### src/sv/kmer_approximate_repeat_detect_unit_defines.svh
// ----------------------------------------------------------------------------
// Assertion macros for the approximate repeat detector
// Implication checks that disappear from synthesis builds.
// ----------------------------------------------------------------------------
`ifndef KMER_APPROXIMATE_REPEAT_DETECT_UNIT_DEFINES_SVH
`define KMER_APPROXIMATE_REPEAT_DETECT_UNIT_DEFINES_SVH

`ifndef SYNTH

// Same-cycle implication, disabled while reset is asserted.
`define KARD_ASSERT_IMPLY(label, clk, rst_n, lhs, rhs) \
  label: assert property (@(posedge clk) disable iff (!rst_n) (lhs) |-> (rhs)) \
    else $error("same-cycle implication violated");

// Next-cycle implication, disabled while reset is asserted.
`define KARD_ASSERT_NEXT(label, clk, rst_n, lhs, rhs) \
  label: assert property (@(posedge clk) disable iff (!rst_n) (lhs) |=> (rhs)) \
    else $error("next-cycle implication violated");

`else

`define KARD_ASSERT_IMPLY(label, clk, rst_n, lhs, rhs)
`define KARD_ASSERT_NEXT(label, clk, rst_n, lhs, rhs)

`endif

`endif

### src/sv/kard_pkg.sv
// ----------------------------------------------------------------------------
// kard_pkg
// Shared constants and types of the approximate repeat detector.
// ----------------------------------------------------------------------------
package kard_pkg;

  // Field and register widths.
  localparam int SYM_W     = 8;
  localparam int CFG_W     = 11;
  localparam int CFG_IDX_W = 1;

  // Register indexes of the configuration port.
  localparam logic [CFG_IDX_W-1:0] REG_WINDOW_LENGTH  = 1'b0;
  localparam logic [CFG_IDX_W-1:0] REG_MISMATCH_LIMIT = 1'b1;

  // Register reset values.
  localparam logic [CFG_W-1:0] WINDOW_LENGTH_RST  = 11'd16;
  localparam logic [CFG_W-1:0] MISMATCH_LIMIT_RST = 11'd0;

  // Default sequence store capacity.
  localparam int MAX_LENGTH_DEF = 1024;

  // Commands to the shared mismatch accumulator.
  typedef struct packed {
    logic clear;
    logic add;
    logic sub;
  } acc_ctrl_t;

endpackage

### src/sv/kard_mac.sv
// ----------------------------------------------------------------------------
// kard_mac
// Shared mismatch accumulator: compares two characters and adds or subtracts
// the mismatch bit from a running window sum.
// ----------------------------------------------------------------------------
module kard_mac #(
  parameter int SUM_W = 11
) (
  input  logic                     clk,
  input  kard_pkg::acc_ctrl_t      ctrl,
  input  logic [kard_pkg::SYM_W-1:0] sym_a,
  input  logic [kard_pkg::SYM_W-1:0] sym_b,
  output logic [SUM_W-1:0]         sum
);

  import kard_pkg::*;

  logic [SUM_W-1:0] sum_r;
  logic [SUM_W-1:0] sum_nxt;
  logic [SUM_W-1:0] diff;

  // One mismatch bit per compared pair.
  assign diff = (sym_a != sym_b) ? SUM_W'(1) : SUM_W'(0);

  // Clear, add or remove one position from the window sum.
  always_comb begin
    sum_nxt = sum_r;
    if (ctrl.clear) begin
      sum_nxt = '0;
    end else if (ctrl.add) begin
      sum_nxt = sum_r + diff;
    end else if (ctrl.sub) begin
      sum_nxt = sum_r - diff;
    end
  end

  always_ff @(posedge clk) begin
    sum_r <= sum_nxt;
  end

  assign sum = sum_r;

endmodule

### config.mk
export PLATFORM = sky130hd
export DESIGN_NAME = kard_mac
export DESIGN_NICKNAME = d
export VERILOG_FILES = /design/src/sv/kmer_approximate_repeat_detect_unit_defines.svh /design/src/sv/kard_pkg.sv /design/src/sv/kard_mac.sv
export SDC_FILE = /design/constraint.sdc
export NUM_CORES = 1
export LEC_CHECK = 0
export ABC_CLOCK_PERIOD_IN_PS = 3800
export BUFFER_PORTS_ARGS = -buffer_cell sky130_fd_sc_hd__buf_2
export CAP_MARGIN = 15
export CORE_MARGIN = 5
export CORE_UTILIZATION = 51
export CTS_BUF_LIST = sky130_fd_sc_hd__clkbuf_2 sky130_fd_sc_hd__clkbuf_4 sky130_fd_sc_hd__clkbuf_8
export DETAILED_ROUTE_END_ITERATION = 12
export GPL_TIMING_DRIVEN = 0
export PLACE_DENSITY = 0.81
export RECOVER_POWER = 25
export SLEW_MARGIN = 20
export SYNTH_ARGS = -nofsm -noshare
export SYNTH_HDL_FRONTEND = slang
export SYNTH_SLANG_ARGS = --single-unit
### constraint.sdc
create_clock -name clk -period 3.8 [get_ports clk]
set_clock_uncertainty 0.15 [all_clocks]
set_input_delay 0.76 -clock clk [delete_from_list [all_inputs] [get_ports clk]]
set_output_delay 0.76 -clock clk [all_outputs]
set_load 0.01 [all_outputs]
==> impl_metrics.json, run 1 <==
{
  "status": "finished, final reports clean",
  "synth-seq-cells": 11,
  "antenna_cells": 0,
  "clk_pin_slew_ps": 80,
  "insertion_delay_ps": 270,
  "ioPinCount": 31,
  "yosysSeqAreaShare_pct": 24.75,
  "arrival_ps": 3360,
  "die_area_sq_um": 2680,
  "worstMarginPinSlew_ps": 484.9,
  "ys.flop_type": "dfxtp_1",
  "max-cap-violations": 0,
  "finalPower_mw": 0.3939,
  "final_cell_area_sq_um": 1080,
  "viasPerCell": 5.484,
  "cts.repair.resized": 0,
  "chipWidth_um": 51.77,
  "holdWs_ps": 337.1,
  "setup_violations": 0,
  "grt_usage_pct": 17.86,
  "cts-hold-fix-buffers": 0,
  "detail-route-antenna-nets": 0,
  "power_density_nw_per_um2": 364.8,
  "postCtsSetupBuffers": 0,
  "root_buffer": "clkbuf_4",
  "firstDrtPassIters": 4,
  "ys_types": 26,
  "core_sq_um": 1689,
  "clock_path_buffers": 2,
  "p_switching_mw": 0.1369,
  "critPathKind": "input port to flip-flop",
  "rsz0062_at_grt": "no",
  "port_buffers": 29,
  "relSlewSlack_pct": 67.67,
  "final_hold_viol_count": 0,
  "grt_start_max_net_pins": 11,
  "fin_crit_ps": 3351,
  "combPwrFrac_pct": 37.5,
  "hp-start": "sum[0]",
  "cts.htree.levels": 1,
  "hpwl_um": 1568,
  "p_leak_nw": 0.5292,
  "rr_startpoint": "sum[0]",
  "core.rowCount": 15,
  "drt_iter0_drc": 9,
  "finalSetupTns_ps": 0,
  "synth_fp_nets": 125,
  "routedWlPerCell_um": 12.82,
  "start_kind": "input port",
  "maxSlewViolCount": 0,
  "grt_pass1_wl_um": 3608,
  "grt_pass1_vias": 867,
  "largest_reg_flops": 11,
  "ir_drop_mv": 0.2097,
  "p_sw_share_pct": 34.76,
  "power.internal_mw": 0.2570,
  "fin_nets": 159,
  "timing.fmax_ghz": 0.2985,
  "synth.avg_cell_area_sq_um": 8.637,
  "syn_inst": 103,
  "dpl_cell_area_sq_um": 1056,
  "drive_gt1_share_pct": 25.74,
  "crit_required_ps": 3810,
  "cp_max_fo": 9,
  "synthArstFlopShare_pct": 0,
  "antenna_found_initial": 0,
  "syn_area_sq_um": 889.6,
  "hold_class": "flip-flop to flip-flop",
  "fin_crit_sh_pct": 88.17,
  "area_delta_synth_final_pct": 21.38,
  "clock_sinks": 11,
  "startpoint": "sym_b[1]",
  "synth_edf_count": 0,
  "place.gp.congestion": 0.7660,
  "die_y_um": 51.77,
  "seq_power_share_pct": 40.1,
  "end_kind": "flip-flop",
  "yosysWarnings": 0,
  "cts-buffers-inserted": 3,
  "wirelength_um": 1961,
  "cts_tree": "built",
  "via_count": 839,
  "drcViolationCount": 0,
  "grt_remaining_overflow": 0,
  "initial_core_util_pct": 52.67,
  "p_clk_share_pct": 22.5
}
layout by cell type, fill, tap and decap left out:
master	instances
buf_2	24
nor2_1	16
dfxtp_1	11
nor2b_1	10
xor2_1	9
mux2_1	9
nand2_1	8
mux2i_1	8
clkbuf_1	7
clkbuf_4	4
a21oi_1	3
buf_6	3
nor3_1	3
and4_1	3
nor4_2	2
and3_1	2
nand4_1	2
ha_1	2
o211a_1	1
or2_1	1
nand3_2	1
or4_1	1
nand4b_1	1
and2_1	1
or3_1	1
nor4b_1	1
a221oi_1	1
or4_4	1
power by group through the flow:
stage / sequential (mW) / combinational, mW / clock, mW
after floorplan: 0.164 / 0.0975 / 0
after global placement: 0.158 / 0.145 / 0
after detailed placement: 0.160 / 0.151 / 0
after CTS: 0.157 / 0.151 / 0.0903
after global routing: 0.161 / 0.169 / 0.0996
final: 0.158 / 0.148 / 0.0886
synthesized netlist by cell type (2+ instances only):
cell      instances  share of area (%)
mux2_1            9                 11
a21oi_1           3                1.7
and3_1            2                1.4
xor2_1            9                8.9
nor2b_1          10                7.0
nand2_1           8                3.4
ha_1              2                2.8
buf_6             3                3.8
dfxtp_1          11                 25
nor3_1            3                1.7
nor4_2            2                2.8
mux2i_1           8                9.0
and4_1            3                3.0
nor2_1           16                6.8
clkbuf_1          2               0.84
nand4_1           2                1.4
final timing paths:
kind,end,slack [ps],cells after the start
setup reg to reg,sum[8],1430,7
setup / recovery,sum[8],450,12
hold / removal,sum[0],340,2
hold reg to reg,sum[0],340,2
critical path: stages:
cell and delay, ps:
buf_2 100, xor2_1 160, nor4_2 350, a21oi_1 130, buf_6 170, xor2_1 150, ha_1 280, nor3_1 230
nand3_2 130, or4_1 400, mux2i_1 160, mux2_1 330
kinds of logic (layout without fill, tap and decap cells):
kind of cell | count (synthesis) | count (layout) | synth area share [%]
buffers and inverters | 5 | 38 | 4.641
multiplexers | 17 | 17 | 20.39
adder cells (fa/ha/maj) | 2 | 2 | 2.812
XOR/XNOR | 9 | 9 | 8.861
AO/OA/AOI/OAI | 5 | 5 | 3.797
AND/OR/NAND/NOR | 54 | 54 | 34.74
flip-flops | 11 | 11 | 24.75
layer usage:
layer | global-route usage [%] | routed length [um]
met1 | 21.72 | 891
met2 | 28.39 | 904
met3 | 4.585 | 108
met4 | 10.04 | 57
met5 | 0 | 0
through the flow:
step,setup WS (ps),cells,util (%)
4_1_cts,451.6,153,64.30
5_1_grt,274.3,153,63.93
3_5_place_dp,178.1,149,62.52
2_1_floorplan,500.9,103,-
6_report,449.4,153,63.93
3_3_place_gp,262.4,149,62.52
cell type report:
cell class,instances,area [sq um]
tap,17,21.27
clock buffer,4,30.03
multi-input combinational,87,628.1
fill,157,609.3
buffer,5,41.29
timing repair buffer,29,138.9
sequential,11,220.2
No activity file was read; power rests on OpenSTA's default activity.
==> run 2, diff against run 1 <==
--- a/config.mk
+++ b/config.mk
@@ -6,7 +6,7 @@
 export NUM_CORES = 1
 export LEC_CHECK = 0
 export ABC_CLOCK_PERIOD_IN_PS = 3800
-export BUFFER_PORTS_ARGS = -buffer_cell sky130_fd_sc_hd__buf_2
+export BUFFER_PORTS_ARGS = -buffer_cell sky130_fd_sc_hd__buf_4
 export CAP_MARGIN = 15
 export CORE_MARGIN = 5
 export CORE_UTILIZATION = 51
==> run 2 against run 1 <==
Against the previous run:
- critical path depth unchanged
- core utilization grew 3.6 points
- critical path type unchanged
- design area grew 5.6%
==> impl_metrics.json, run 2 (same netlist as run 1, synthesis figures left out) <==
{
  "grt_remaining_overflow": 0,
  "die_area_sq_um": 2680,
  "timing.fmax_ghz": 0.2958,
  "wl_met3_um": 104,
  "clk_pin_slew_ps": 70,
  "worstMarginPinSlew_ps": 458.1,
  "multiInputGateArea_sq_um": 628.1,
  "relSlewSlack_pct": 69.46,
  "maxSlewViolCount": 0,
  "hold_class": "flip-flop to flip-flop",
  "final_common_cell": "buf_4",
  "cp_max_fo": 9,
  "p_leak_nw": 0.5457,
  "crit_required_ps": 3810,
  "routed.top_layer": "met4",
  "fill_cells": 151,
  "place_ws_ps": 184.5,
  "arrival_ps": 3400,
  "firstDrtPassIters": 4,
  "detail-route-antenna-nets": 0,
  "wl_met2_um": 995,
  "critPathKind": "input port to flip-flop",
  "core.rowCount": 15,
  "root_buffer": "clkbuf_4",
  "postCtsSetupBuffers": 0,
  "routedWlPerCell_um": 12.94,
  "grt_usage_pct": 16.99,
  "ioPinCount": 31,
  "max-cap-violations": 0,
  "core_sq_um": 1689,
  "grt_start_max_net_pins": 11,
  "wirelength_um": 1980,
  "power_density_nw_per_um2": 355.8,
  "place.gp.congestion": 0.7747,
  "cts-buffers-inserted": 3,
  "drt_iter0_drc": 2,
  "start_kind": "input port",
  "fin_crit_ps": 3381,
  "grt_pass1_vias": 809,
  "final_hold_viol_count": 0,
  "initial_core_util_pct": 52.67,
  "wl_met1_um": 855,
  "rsz0062_at_grt": "no",
  "seq_area_sq_um": 220.2,
  "drcViolationCount": 0,
  "chipWidth_um": 51.77,
  "antenna_cells": 0,
  "cts_tree": "built",
  "fin_crit_sh_pct": 88.97,
  "cts.htree.levels": 1,
  "grt_pass1_wl_um": 3394,
  "setup_violations": 0,
  "layout_common_cells": "24 x buf_4, 16 x nor2_1, 11 x dfxtp_1, 10 x nor2b_1",
  "finalPower_mw": 0.4055,
  "post-route-worst-setup-slack_ps": 419.0,
  "insertion_delay_ps": 270,
  "finalSetupTns_ps": 0,
  "final_cell_area_sq_um": 1140,
  "antenna_found_initial": 0,
  "cts-hold-fix-buffers": 0,
  "cts.repair.resized": 0,
  "via_count": 850,
  "ir_drop_mv": 0.2814,
  "end_kind": "flip-flop",
  "fin_nets": 159,
  "port_buffers": 29,
  "clock_path_buffers": 2,
  "area_delta_synth_final_pct": 28.13,
  "viasPerCell": 5.556,
  "clock_sinks": 11,
  "status": "finished, final reports clean",
  "dpl_cell_area_sq_um": 1129,
  "drive_gt1_share_pct": 25.74,
  "largest_reg_flops": 11,
  "die_y_um": 51.77,
  "hpwl_um": 1593
}
## run 2: worst paths after layout
path,startpoint,end,slack [ps],depth (start not counted)
max,sym_b[1],sum[8],420,12
min,sum[0],sum[0],330,2
max reg2reg,sum[0],sum[8],1410,7
min reg2reg,sum[0],sum[0],330,2
## run 2: stage by stage
step           hold WS, ps  instances  util, %
2_1_floorplan        342.0        103        -
3_3_place_gp         322.4        149    66.81
3_5_place_dp         326.9        149    66.81
4_1_cts              338.8        153    68.59
5_1_grt              352.6        153    67.48
6_report             329.1        153    67.48
## run 2: per-layer routing
layer  global-route usage, %  up-vias
met2                   29.03       22
met4                   7.860        0
met5                       0        -
met3                   4.298        3
met1                   19.69      396
li1                        -      429
## run 2: area by class of cell
cell class	instances	share of cell area, %
tap	17	1.866
clock buffer	4	2.634
multi-input combinational	87	55.10
sequential	11	19.32
buffer	5	3.622
timing repair buffer	29	17.45
## run 2: power breakdown
group	switching [mW]	internal, mW	total, mW	leakage, nW
logic	0.0734	0.0859	0.159	0.437
clock network	0.0407	0.0479	0.0886	0.0184
registers	0.0240	0.134	0.158	0.0904
total	0.138	0.267	0.406	0.546
## run 2: critical path, cell delays in order
cell and delay, ps:
buf_4 110, xor2_1 160, nor4_2 350, a21oi_1 130
buf_6 170, xor2_1 150, ha_1 280, nor3_1 230
nand3_2 140, or4_1 400, mux2i_1 170, mux2_1 330
